--- src/design/btid_pkg.sv ---
// Shared types, constants and codes of the box / tent image downsampler.
`timescale 1ns / 1ps
package btid_pkg;
	localparam int MAX_SRC_W = 1024;
	localparam int MAX_FAC   = 16;
	localparam int HEIGHT_LIM = 1024;
	localparam int CNT_W  = 11;
	localparam int POS_W  = 10;
	localparam int FAC_W  = 5;
	localparam int SUB_W  = 4;
	localparam int TAP_W  = 6;
	localparam int TW_W   = 18;
	localparam int SMP_W  = 16;
	localparam int ACC_W  = 34;
	localparam int QB     = 17;
	localparam int NUM_W  = ACC_W + SMP_W;
	localparam int NCH    = 4;
	localparam int MEM_AW = POS_W + 1;
	localparam int MEM_D  = 2 * MAX_SRC_W;
	localparam int MEM_W  = NCH * ACC_W;

	localparam logic [SMP_W-1:0] MAX8  = 16'd255;
	localparam logic [SMP_W-1:0] MAX16 = 16'd65535;

	localparam logic [2:0] REG_WIDTH  = 3'd0;
	localparam logic [2:0] REG_HEIGHT = 3'd1;
	localparam logic [2:0] REG_HFAC   = 3'd2;
	localparam logic [2:0] REG_VFAC   = 3'd3;
	localparam logic [2:0] REG_MODE   = 3'd4;
	localparam logic [2:0] REG_NCH    = 3'd5;
	localparam logic [2:0] REG_SWIDE  = 3'd6;
	localparam logic [2:0] REG_DWIDE  = 3'd7;

	typedef enum logic [3:0] {
		S_CLEAR, S_TOT_LOAD, S_TOT_SUM, S_TOT_SAVE, S_IDLE, S_TGT, S_WSUM,
		S_READ, S_MUL, S_ADD, S_POST, S_DLOAD, S_DSTEP, S_DSTORE, S_OUT
	} state_t;

	typedef struct packed {
		logic [CNT_W-1:0] width;
		logic [CNT_W-1:0] height;
		logic [FAC_W-1:0] hfac;
		logic [FAC_W-1:0] vfac;
		logic             tent;
		logic [2:0]       nch;
		logic             swide;
		logic             dwide;
	} cfg_t;

	typedef struct packed {
		logic       restart;
		logic       clr;
		logic       tot_load;
		logic       tap_step;
		logic       div_prep;
		logic       accept;
		logic       tgt_load;
		logic       mem_rd;
		logic       mul;
		logic       add;
		logic       adv;
		logic       div_load;
		logic       div_step;
		logic       div_store;
		logic [1:0] tgt;
		logic [1:0] ch;
	} cmd_t;

	typedef struct packed {
		logic clr_last;
		logic tap_last;
		logic tgt_valid;
		logic emit;
		logic div_last;
	} status_t;
endpackage

--- src/design/btid_ctrl.sv ---
// Controller state machine sequencing clear, weight, accumulate and divide steps.
`timescale 1ns / 1ps
module btid_ctrl (
	input  logic              clk,
	input  logic              arst_n,
	input  logic              restart,
	input  logic              tent,
	input  btid_pkg::status_t sts,
	output btid_pkg::cmd_t    cmd,
	input  logic              s_tvalid,
	output logic              s_tready,
	output logic              m_tvalid,
	input  logic              m_tready
);
	import btid_pkg::*;

	state_t state_q, state_d;
	logic [1:0] t_q, ch_q;
	logic t_clr, t_inc, ch_clr, ch_inc;

	always_ff @(posedge clk or negedge arst_n) begin
		if (!arst_n) begin
			state_q <= S_CLEAR;
			t_q <= '0;
			ch_q <= '0;
		end else begin
			state_q <= state_d;
			if (t_clr)
				t_q <= '0;
			else if (t_inc)
				t_q <= t_q + 1'b1;
			if (ch_clr)
				ch_q <= '0;
			else if (ch_inc)
				ch_q <= ch_q + 1'b1;
		end
	end

	always_comb begin
		state_d = state_q;
		unique case (state_q)
			S_CLEAR:    if (sts.clr_last) state_d = S_TOT_LOAD;
			S_TOT_LOAD: state_d = S_TOT_SUM;
			S_TOT_SUM:  if (sts.tap_last) state_d = S_TOT_SAVE;
			S_TOT_SAVE: state_d = S_IDLE;
			S_IDLE:     if (s_tvalid) state_d = S_TGT;
			S_TGT: begin
				if (sts.tgt_valid)
					state_d = tent ? S_WSUM : S_READ;
				else if (t_q == 2'd3)
					state_d = S_POST;
			end
			S_WSUM:     if (sts.tap_last) state_d = S_READ;
			S_READ:     state_d = S_MUL;
			S_MUL:      state_d = S_ADD;
			S_ADD:      state_d = (t_q == 2'd3) ? S_POST : S_TGT;
			S_POST:     state_d = sts.emit ? S_DLOAD : S_IDLE;
			S_DLOAD:    state_d = S_DSTEP;
			S_DSTEP:    if (sts.div_last) state_d = S_DSTORE;
			S_DSTORE:   state_d = (ch_q == 2'd3) ? S_OUT : S_DLOAD;
			S_OUT:      if (m_tready) state_d = S_IDLE;
			default:    state_d = S_CLEAR;
		endcase
		if (restart)
			state_d = S_CLEAR;
	end

	always_comb begin
		cmd = '0;
		cmd.restart = restart;
		cmd.tgt = t_q;
		cmd.ch = ch_q;
		s_tready = 1'b0;
		m_tvalid = 1'b0;
		t_clr = 1'b0;
		t_inc = 1'b0;
		ch_clr = 1'b0;
		ch_inc = 1'b0;
		unique case (state_q)
			S_CLEAR:    cmd.clr = ~restart;
			S_TOT_LOAD: cmd.tot_load = 1'b1;
			S_TOT_SUM:  cmd.tap_step = 1'b1;
			S_TOT_SAVE: cmd.div_prep = 1'b1;
			S_IDLE: begin
				s_tready = 1'b1;
				cmd.accept = s_tvalid;
				t_clr = 1'b1;
			end
			S_TGT: begin
				if (sts.tgt_valid)
					cmd.tgt_load = 1'b1;
				else
					t_inc = 1'b1;
			end
			S_WSUM:     cmd.tap_step = 1'b1;
			S_READ:     cmd.mem_rd = 1'b1;
			S_MUL:      cmd.mul = 1'b1;
			S_ADD: begin
				cmd.add = 1'b1;
				t_inc = 1'b1;
			end
			S_POST: begin
				cmd.adv = 1'b1;
				ch_clr = 1'b1;
			end
			S_DLOAD:    cmd.div_load = 1'b1;
			S_DSTEP:    cmd.div_step = 1'b1;
			S_DSTORE: begin
				cmd.div_store = 1'b1;
				ch_inc = 1'b1;
			end
			S_OUT:      m_tvalid = 1'b1;
			default:    cmd.clr = 1'b0;
		endcase
	end
endmodule

--- config.mk ---
export PLATFORM = sky130hd
export DESIGN_NAME = btid_ctrl
export DESIGN_NICKNAME = d
export VERILOG_FILES = /design/src/design/btid_pkg.sv /design/src/design/btid_ctrl.sv
export SDC_FILE = /design/constraint.sdc
export NUM_CORES = 1
export LEC_CHECK = 0
export BUFFER_PORTS_ARGS = -buffer_cell sky130_fd_sc_hd__buf_2
export CAP_MARGIN = 20
export CORE_ASPECT_RATIO = 1.2
export CORE_MARGIN = 3
export CORE_UTILIZATION = 40
export CTS_CLUSTER_DIAMETER = 50
export DETAILED_ROUTE_END_ITERATION = 10
export GPL_TIMING_DRIVEN = 0
export PLACE_DENSITY = 0.68
export SYNTH_ARGS = -nofsm -noshare
export SYNTH_HDL_FRONTEND = slang
export SYNTH_SLANG_ARGS = --single-unit
--- constraint.sdc ---
create_clock -name clk -period 2.51 [get_ports clk]
set_input_delay 0.3765 -clock clk [delete_from_list [all_inputs] [get_ports clk]]
set_output_delay 0.3765 -clock clk [all_outputs]
set_load 0.01 [all_outputs]
==> flow_summary.yaml, run 1 <==
finish:
  stdcell_count: 144
  drive_gt1_frac: 0.4048
  fin_nets: 141
  post-route-util: 0.5603
  antennaDiodeCount: 0
  num-fill-cells: 171
  syn_to_final_growth_pct: 27.42
synthesis:
  synthFlopType: "dfrtp_1"
  synth_top_area_share: 0.2676
  ys_warn_count: 0
  synth_nets: 105
  yosys_register_bits: 8
  async_flop_share: 1.000
  synth.distinct_cells: 40
  synth_area_sq_um: 748.2
  synth_top_cell_by_area: "dfrtp_1"
  synth_area_leaders: "dfrtp_1 (27%), buf_4 (8.0%), nor2_1 (5.5%), mux2_2 (4.5%), nor3_1 (4.0%)"
  synth_edf_count: 0
  avgSynthCellArea_sq_um: 8.133
  syn_inst: 92
  yosysMostFrequentCell: "nor2_1"
  synth-seq-area-share: 0.2676
  synthTopCellsByCount: "nor2_1 (11), buf_4 (8), dfrtp_1 (8)"
power_and_ir_drop:
  peakVddDrop_mv: 0.4045
  leakagePower_uw: 0.0004758
  powerDensity_nw_per_um2: 584.1
drt:
  vias: 775
  drt_first_pass_iters: 4
  wl_per_cell_microns: 14.12
  postRouteAntennaNets: 0
  drtIter0Drc: 16
  routed_wl_mm: 2.033
  vias_per_cell: 5.382
  drc: 0
setup_path:
  cp_slowest_cell: "dfrtp_1"
  cp_data_required_time_ps: 2130
  critical_path.endpoint_type: "output pin"
  worstSetupPathType: "reg2out"
  cp_cell_sequence: "nand2b_1 > clkbuf_1 > nor2_1 > buf_4 > buf_2"
  crit_arrival_ps: 1590
  crit_path_max_incr_delay_ps: 400
  cp-start-kind: "flip-flop"
  crit_fanout: 8
clock_network:
  cts_root_buf: "clkbuf_4"
  cts_buffers: 3
  cts_tree: "built"
  clkLatencyLatePin_ps: 250
  ctsResizeCount: 0
  path_clk_slew_ps: 50
  cts_hold_buf: 1
  clockBufferDepth: 2
  ctsHtreeMaxLevel: 1
  post_cts_buffers: 0
  clock-sinks: 8
timing:
  finalCritPeriodShare: 0.7826
  slew_headroom: 0.7513
  hold_violations: 0
  finalMaxSlewViolations: 0
  fmax_mhz: 509.1
  worst_pin_slew_ps: 363.7
  skew_ps: 0.5198
  setup_violations: 0
  finalCriticalPeriod_ps: 1964
  fin_setup_tns_ps: 0
  rsz0062_at_grt: "false"
global_route:
  track_usage: 0.1928
  grt_max_degree: 11
  grt_pass1_vias: 720
  grt_overflow_total: 0
  antenna_found_initial: 0
  grt_pass1_wl_mm: 3.312
floorplan:
  die_w_microns: 45.48
  dieArea_sq_um: 2427
  coreArea_sq_um: 1702
  start_util: 0.4397
  die_h_microns: 53.38
  placementRows: 16
  io_pins: 31
min_path:
  hp-class: "in2reg"
placement:
  place_congestion: 0.8316
  dp_cells: 140
  dp_hpwl_mm: 1.585
  io_buffers: 30
status:
  status: "finished clean"
run:
  cap_violations: 0
[logic make-up after synthesis]
| family | count (synthesis) | synth area share |
|---|---|---|
| AND/OR/NAND/NOR | 38 | 0.2910 |
| AO/OA/AOI/OAI | 23 | 0.2157 |
| buffers and inverters | 16 | 0.1221 |
| multiplexers | 4 | 0.05853 |
| XOR/XNOR | 1 | 0.01171 |
| flip-flops | 8 | 0.2676 |
| adder cells (fa/ha/maj) | 2 | 0.03344 |
[critical path, delay by kind of cell, from the launching register on]
kind	cells	cell delay (ps)
buffers and inverters	3	480
DFF	1	400
and+or+nand+nor	2	480
[where the power goes]
part	internal, uW	switching [uW]
registers	155	23.7
logic	128	153
clock network	54.6	41.9
[path summary, 6_finish.rpt]
path	startpoint	to	slack [ps]	cells past startpoint
max	state_q[2]$_DFFE_PN0P_	cmd[7]	550	5
max in group asynchronous	arst_n	state_q[3]$_DFFE_PN0P_	1860	2
min	restart	state_q[2]$_DFFE_PN0P_	370	2
min in group asynchronous	arst_n	ch_q[0]$_DFFE_PN0P_	490	2
max reg2reg	state_q[3]$_DFFE_PN0P_	t_q[1]$_DFFE_PN0P_	910	5
min reg2reg	t_q[1]$_DFFE_PN0P_	t_q[1]$_DFFE_PN0P_	540	1
[cell usage in the layout, fill, tap and decap left out, types with 2 or more instances in the layout]
master    instances
clkbuf_4          3
o21ai_0           4
or2b_1            2
a21oi_1           5
nor2b_1           2
nand2_1           4
buf_4             8
nor2_1           11
nor3_1            6
mux2_2            3
o22ai_1           2
ha_1              2
inv_1             5
buf_2            31
nand2b_1          4
dfrtp_1           8
[routing by layer]
metal	up-vias	GRT usage	routed length [microns]
li1	389	-	-
met4	0	0.07317	22
met2	29	0.3140	987
met3	3	0.02041	89
met5	-	0	0
met1	354	0.2541	933
[registers in the layout, summed over array words and instances (netlist names)]
register,flops
state_q,4
t_q,2
ch_q,2
[through the flow]
step	setup slack (ps)	hold WS [ps]	power, uW	instance area (sq um)
after floorplan	883.7	80.91	375.9	748.2
after global placement	851.0	219.8	453.7	920.9
after detailed placement	825.3	223.0	461.7	920.9
after CTS	526.5	369.7	563.4	953.4
after global routing	414.1	370.3	607.6	953.4
final	545.6	374.7	556.9	953.4
[cell type report]
type	instances	area, sq um	share of cell area
plain buffers	10	68.82	0.07218
flip-flops and latches	8	200.2	0.2100
well taps	18	22.52	0.02362
clock buffers	3	22.52	0.02362
repair buffers	31	160.2	0.1680
inverters	6	22.52	0.02362
multi-input cells	68	456.7	0.4790
(Power assumes the default switching activity.)
==> inputs of run 2 (changes only) <==
--- a/config.mk
+++ b/config.mk
@@ -5,6 +5,7 @@
 export SDC_FILE = /design/constraint.sdc
 export NUM_CORES = 1
 export LEC_CHECK = 0
+export ABC_AREA = 1
 export BUFFER_PORTS_ARGS = -buffer_cell sky130_fd_sc_hd__buf_2
 export CAP_MARGIN = 20
 export CORE_ASPECT_RATIO = 1.2
@@ -13,7 +14,7 @@
 export CTS_CLUSTER_DIAMETER = 50
 export DETAILED_ROUTE_END_ITERATION = 10
 export GPL_TIMING_DRIVEN = 0
-export PLACE_DENSITY = 0.68
+export PLACE_DENSITY = 0.71
 export SYNTH_ARGS = -nofsm -noshare
 export SYNTH_HDL_FRONTEND = slang
 export SYNTH_SLANG_ARGS = --single-unit
==> constraint.sdc (replaced) <==
create_clock -name clk -period 1.8 [get_ports clk]
set_input_delay 0.27 -clock clk [delete_from_list [all_inputs] [get_ports clk]]
set_output_delay 0.27 -clock clk [all_outputs]
set_load 0.01 [all_outputs]
==> run 2 against run 1 <==
First-iteration DRC count is 13% lower. Clock power up 35%. Sequential share of layout area shrank 0.74 points. Via count increased by 15%. Largest power group unchanged. Cell count increased by 28%. Critical path type unchanged. Critical path depth is 2 higher.
==> flow_summary.yaml, run 2 <==
timing:
  hold_violations: 0
  slew_headroom: 0.8430
  setup_violations: 0
  finalMaxSlewViolations: 0
  worst_pin_slew_ps: 233.4
  rsz0062_at_grt: "false"
  fin_setup_tns_ps: 0
  finalCritPeriodShare: 0.9308
  finalCriticalPeriod_ps: 1675
  skew_ps: 2.126
  fmax_mhz: 596.9
drt:
  wl_per_cell_microns: 10.18
  drc: 0
  drt_first_pass_iters: 4
  vias_per_cell: 4.832
  drtIter0Drc: 14
  vias: 894
  routed_wl_mm: 1.883
  postRouteAntennaNets: 0
clock_network:
  ctsHtreeMaxLevel: 1
  path_clk_slew_ps: 50
  cts_root_buf: "clkbuf_4"
  post_cts_buffers: 0
  clockBufferDepth: 2
  clkLatencyLatePin_ps: 250
  cts_buffers: 3
  cts_tree: "built"
  clock-sinks: 8
placement:
  place_congestion: 0.9035
  dpl_cell_area_sq_um: 953.4
  io_buffers: 30
  dp_hpwl_mm: 1.620
finish:
  regMostFlops: "state_q"
  num-fill-cells: 186
  reg.largest.list: "state_q (4), ch_q (2), t_q (2)"
  drive_gt1_frac: 0.2814
  syn_to_final_growth_pct: 26.60
  design_area_sq_um: 988.4
  largest_reg_flops: 4
  fin_nets: 182
  final_cell_mix: "nand2_1 (35), buf_2 (30), inv_1 (25), nand3_1 (20), nor2_1 (19)"
  antennaDiodeCount: 0
  final_common_cell: "nand2_1"
power_and_ir_drop:
  combPwrFrac: 0.536
  leakagePower_uw: 0.0006874
  peakVddDrop_mv: 0.6496
  p_int_uw: 455.0
  sw_frac_of_total: 0.4601
  pwr-share-seq: 0.310
  powerDensity_nw_per_um2: 852.6
  switchingPower_uw: 387.7
  p_clk_frac: 0.154
setup_path:
  worst-r2r-setup-slack_ps: 360
  crit_arrival_ps: 1410
  r2r_cells: 9
  crit_fanout: 9
  worstReg2RegStart: "state_q[1]$_DFFE_PN0P_"
  worstSetupPathType: "reg2out"
  cp-start-kind: "flip-flop"
  cp_data_required_time_ps: 1530
  critical_path.endpoint_type: "output pin"
  r2r_end: "state_q[3]$_DFFE_PN0P_"
synthesis:
  ys_warn_count: 0
  synth_area_leaders: "dfrtp_1 (26%), nand2_1 (17%), nand3_1 (13%), inv_1 (12%), nor2_1 (9.6%)"
  synthFlopType: "dfrtp_1"
  synth_edf_count: 0
  synth.distinct_cells: 19
  synth_area_sq_um: 780.7
  yosysMostFrequentCell: "nand2_1"
  async_flop_share: 1.000
  synth_top_cell_by_area: "dfrtp_1"
  syn_inst: 133
  synth_nets: 146
  avgSynthCellArea_sq_um: 5.870
  synth-seq-area-share: 0.2564
  synth_top_area_share: 0.2564
  synthTopCellsByCount: "nand2_1 (35), inv_1 (25), nand3_1 (20), nor2_1 (20), dfrtp_1 (8)"
  yosys_register_bits: 8
run:
  cap_violations: 0
min_path:
  hp-class: "in2async"
global_route:
  antenna_found_initial: 0
  grt_max_degree: 10
  track_usage: 0.1669
  grt_pass1_vias: 775
  grt_overflow_total: 0
  grt_pass1_wl_mm: 3.084
floorplan:
  die_h_microns: 54.40
  dieArea_sq_um: 2520
  io_pins: 31
  placementRows: 16
  start_util: 0.4483
  coreArea_sq_um: 1742
  die_w_microns: 46.33
status:
  status: "finished clean"
[run 2: kinds of logic after synthesis]
logic type	after synthesis	share of synthesized area
flops	8	0.2564
compound gates	4	0.02564
fa+ha+maj	2	0.03205
buf+inv	32	0.1891
simple gates	87	0.4968
[run 2: power groups by stage]
| stage | combinational (uW) | clock, uW | sequential [uW] |
|---|---|---|---|
| 4_1_cts | 448 | 137 | 257 |
| 2_1_floorplan | 315 | 0 | 258 |
| 6_report | 452 | 130 | 261 |
| 5_1_grt | 514 | 144 | 270 |
| 3_5_place_dp | 445 | 0 | 260 |
| 3_3_place_gp | 445 | 0 | 259 |
[run 2: repair_timing]
action | in CTS | in global routing
setup endpoints to repair | 0 | 1
resized for setup | 0 | 1
endpoints found under the hold margin | 8 | 0
hold buffers | 1 | 0
[run 2: final cells by class]
class,count,area (sq um),area share
Buffer,5,45.04,0.04557
Clock buffer,3,22.52,0.02278
Inverter,27,102.6,0.1038
Multi-Input combinational cell,93,435.4,0.4405
Sequential cell,8,200.2,0.2025
Tap cell,18,22.52,0.02278
Timing Repair Buffer,31,160.2,0.1620
[run 2: worst max-delay path, stage by stage, from the launching register on]
cell and delay, ps:
dfrtp_1 370, buf_6 140, nand2_1 80, inv_1 100
nand2_2 150, inv_1 70, buf_4 120, buf_2 130
[run 2: worst max-delay path by stage]
stage                      startpoint                      to  slack [ps]
3_5_place_dp   state_q[1]$_DFFE_PN0P_                 cmd[12]         340
4_1_cts        state_q[1]$_DFFE_PN0P_                 cmd[12]          60
3_3_place_gp   state_q[1]$_DFFE_PN0P_                 cmd[12]         330
2_1_floorplan  state_q[0]$_DFFE_PN0P_  state_q[0]$_DFFE_PN0P_         510
6_report       state_q[2]$_DFFE_PN0P_                  cmd[4]         120
5_1_grt        state_q[2]$_DFFE_PN0P_                  cmd[4]          50
[run 2: metrics by stage]
| stage | setup WS (ps) | hold slack, ps | power (uW) | instances | util |
|---|---|---|---|---|---|
| 3_3_place_gp | 332.1 | 117.4 | 703.6 | 181 | 0.5474 |
| 5_1_grt | 48.28 | 385.7 | 926.8 | 185 | 0.5675 |
| 3_5_place_dp | 338.7 | 117.7 | 705.3 | 181 | 0.5474 |
| 2_1_floorplan | 512.3 | -25.59 | 573.6 | 133 | - |
| 4_1_cts | 64.93 | 379.4 | 843.0 | 185 | 0.5661 |
| 6_report | 124.6 | 387.9 | 842.7 | 185 | 0.5675 |
[run 2: per-layer routing]
| metal | GRT usage | up-vias | part of all wire | wire, microns |
|---|---|---|---|---|
| li1 | - | 471 | - | - |
| met1 | 0.1996 | 388 | 0.43 | 806 |
| met2 | 0.2752 | 33 | 0.48 | 907 |
| met3 | 0.03618 | 2 | 0.080 | 151 |
| met4 | 0.08531 | 0 | 0.0090 | 17 |
| met5 | 0 | - | 0 | 0 |
==> inputs of run 3 (changes only) <==
--- a/config.mk
+++ b/config.mk
@@ -7,9 +7,7 @@
 export LEC_CHECK = 0
 export ABC_AREA = 1
 export BUFFER_PORTS_ARGS = -buffer_cell sky130_fd_sc_hd__buf_2
-export CAP_MARGIN = 20
 export CORE_ASPECT_RATIO = 1.2
-export CORE_MARGIN = 3
 export CORE_UTILIZATION = 40
 export CTS_CLUSTER_DIAMETER = 50
 export DETAILED_ROUTE_END_ITERATION = 10
==> constraint.sdc (replaced) <==
create_clock -name clk -period 1.8 [get_ports clk]
set_input_delay 0.09 -clock clk [delete_from_list [all_inputs] [get_ports clk]]
set_output_delay 0.09 -clock clk [all_outputs]
set_load 0.01 [all_outputs]
==> run 3 against run 2 <==
Flip-flop and latch count did not move. Critical path depth fell by 3. Non-clock buffer count did not move. Critical path type unchanged. Design area fell by 0.13%. Combinational power barely moved. Register-to-register slack improved by 50 ps. Largest power group unchanged. Worst hold slack got worse by 180 ps.
==> flow_summary.yaml, run 3 (synthesis results as in run 2) <==
clock_network:
  post_cts_buffers: 0
  ctsHtreeMaxLevel: 1
  clkLatencyLatePin_ps: 250
  cts_root_buf: "clkbuf_4"
  path_clk_slew_ps: 50
  ctsResizeCount: 0
  clock-sinks: 8
  cts_tree: "built"
  cts_buffers: 3
  clockBufferDepth: 2
  cts_hold_buf: 1
placement:
  io_buffers: 30
  dpl_cell_area_sq_um: 954.7
  place_congestion: 0.8805
  dp_cells: 182
  dp_hpwl_mm: 1.563
floorplan:
  die_h_microns: 50.40
  io_pins: 31
  die_w_microns: 42.33
  coreArea_sq_um: 1829
  start_util: 0.4268
  dieArea_sq_um: 2133
  placementRows: 17
power_and_ir_drop:
  sw_frac_of_total: 0.4623
  peakVddDrop_mv: 0.4682
  switchingPower_uw: 389.5
  leakagePower_uw: 0.0006870
  p_clk_frac: 0.155
  pwr-share-seq: 0.305
  powerDensity_nw_per_um2: 853.6
  combPwrFrac: 0.540
  p_int_uw: 453.1
timing:
  skew_ps: 4.834
  finalCriticalPeriod_ps: 1500
  worst_pin_slew_ps: 292.0
  slew_headroom: 0.8046
  setup_violations: 0
  fin_setup_tns_ps: 0
  fmax_mhz: 666.5
  hold_violations: 0
  finalCritPeriodShare: 0.8336
  finalMaxSlewViolations: 0
  rsz0062_at_grt: "false"
drt:
  postRouteAntennaNets: 0
  vias_per_cell: 4.876
  vias: 907
  routed_wl_mm: 1.829
  drt_first_pass_iters: 4
  drtIter0Drc: 40
  drc: 0
  wl_per_cell_microns: 9.833
setup_path:
  critical_path.endpoint_type: "output pin"
  cp-start-kind: "flip-flop"
  r2r_cells: 8
  r2r_end: "state_q[1]$_DFFE_PN0P_"
  worstSetupPathType: "reg2out"
  worstReg2RegStart: "state_q[1]$_DFFE_PN0P_"
  worst-r2r-setup-slack_ps: 410
  cp_data_required_time_ps: 1710
  crit_arrival_ps: 1410
  crit_fanout: 6
finish:
  fin_nets: 182
  largest_reg_flops: 4
  regMostFlops: "state_q"
  final_cell_mix: "nand2_1 (35), buf_2 (30), inv_1 (25), nor2_1 (20), nand3_1 (20)"
  drive_gt1_frac: 0.2754
  antennaDiodeCount: 0
  stdcell_count: 186
  final_common_cell: "nand2_1"
  syn_to_final_growth_pct: 26.44
  design_area_sq_um: 987.2
  reg.largest.list: "state_q (4), ch_q (2), t_q (2)"
  post-route-util: 0.5397
global_route:
  grt_overflow_total: 0
  grt_pass1_wl_mm: 3.056
  antenna_found_initial: 0
  track_usage: 0.1851
  grt_pass1_vias: 772
  grt_max_degree: 10
min_path:
  hp-class: "in2async"
run:
  cap_violations: 0
status:
  status: "finished clean"
-- run 3: cell counts in the layout (fill, tap and decap cells not counted) --
Identical to the previous run, type by type.
-- run 3: how the worst max path moves through the flow --
stage / start / endpoint / cells past startpoint
floorplan: state_q[0]$_DFFE_PN0P_ / state_q[0]$_DFFE_PN0P_ / 9
global placement: state_q[2]$_DFFE_PN0P_ / state_q[2]$_DFFE_PN0P_ / 10
detailed placement: state_q[1]$_DFFE_PN0P_ / state_q[1]$_DFFE_PN0P_ / 8
CTS: state_q[1]$_DFFE_PN0P_ / cmd[12] / 4
global route: state_q[1]$_DFFE_PN0P_ / cmd[12] / 4
finish: state_q[1]$_DFFE_PN0P_ / cmd[12] / 4
-- run 3: stage by stage --
step	hold WS (ps)	setup slack, ps	power, uW
2_1_floorplan	-205.6	512.3	573.6
3_3_place_gp	-60.70	433.7	702.7
3_5_place_dp	-57.41	417.2	711.0
4_1_cts	207.3	293.8	851.2
5_1_grt	205.6	115.3	939.3
6_report	210.1	299.5	842.7
-- run 3: cell type report --
class	count	area, sq um
Clock buffer	3	22.52
Multi-Input combinational cell	93	432.9
Inverter	27	102.6
Buffer	5	45.04
Sequential cell	8	200.2
Tap cell	19	23.77
Fill cell	186	842.1
Timing Repair Buffer	31	160.2
-- run 3: routing by layer --
layer / part of all wire / global-route usage
met4: 0.012 / 0.08854
met3: 0.053 / 0.02158
met1: 0.42 / 0.2247
met2: 0.51 / 0.3205
met5: 0 / 0
-- run 3: power by group through the flow --
stage | logic (uW) | registers (uW) | clock network [uW]
detailed placement | 452 | 259 | 0
global placement | 447 | 256 | 0
global route | 527 | 262 | 151
floorplan | 315 | 258 | 0
finish | 455 | 257 | 131
CTS | 456 | 256 | 139
-- run 3: worst max-delay path, cell delays in order (launching register included) --
cell and delay, ps:
dfrtp_1 430, nor2_1 280, nand3_1 200, nor2_1 120
buf_2 130
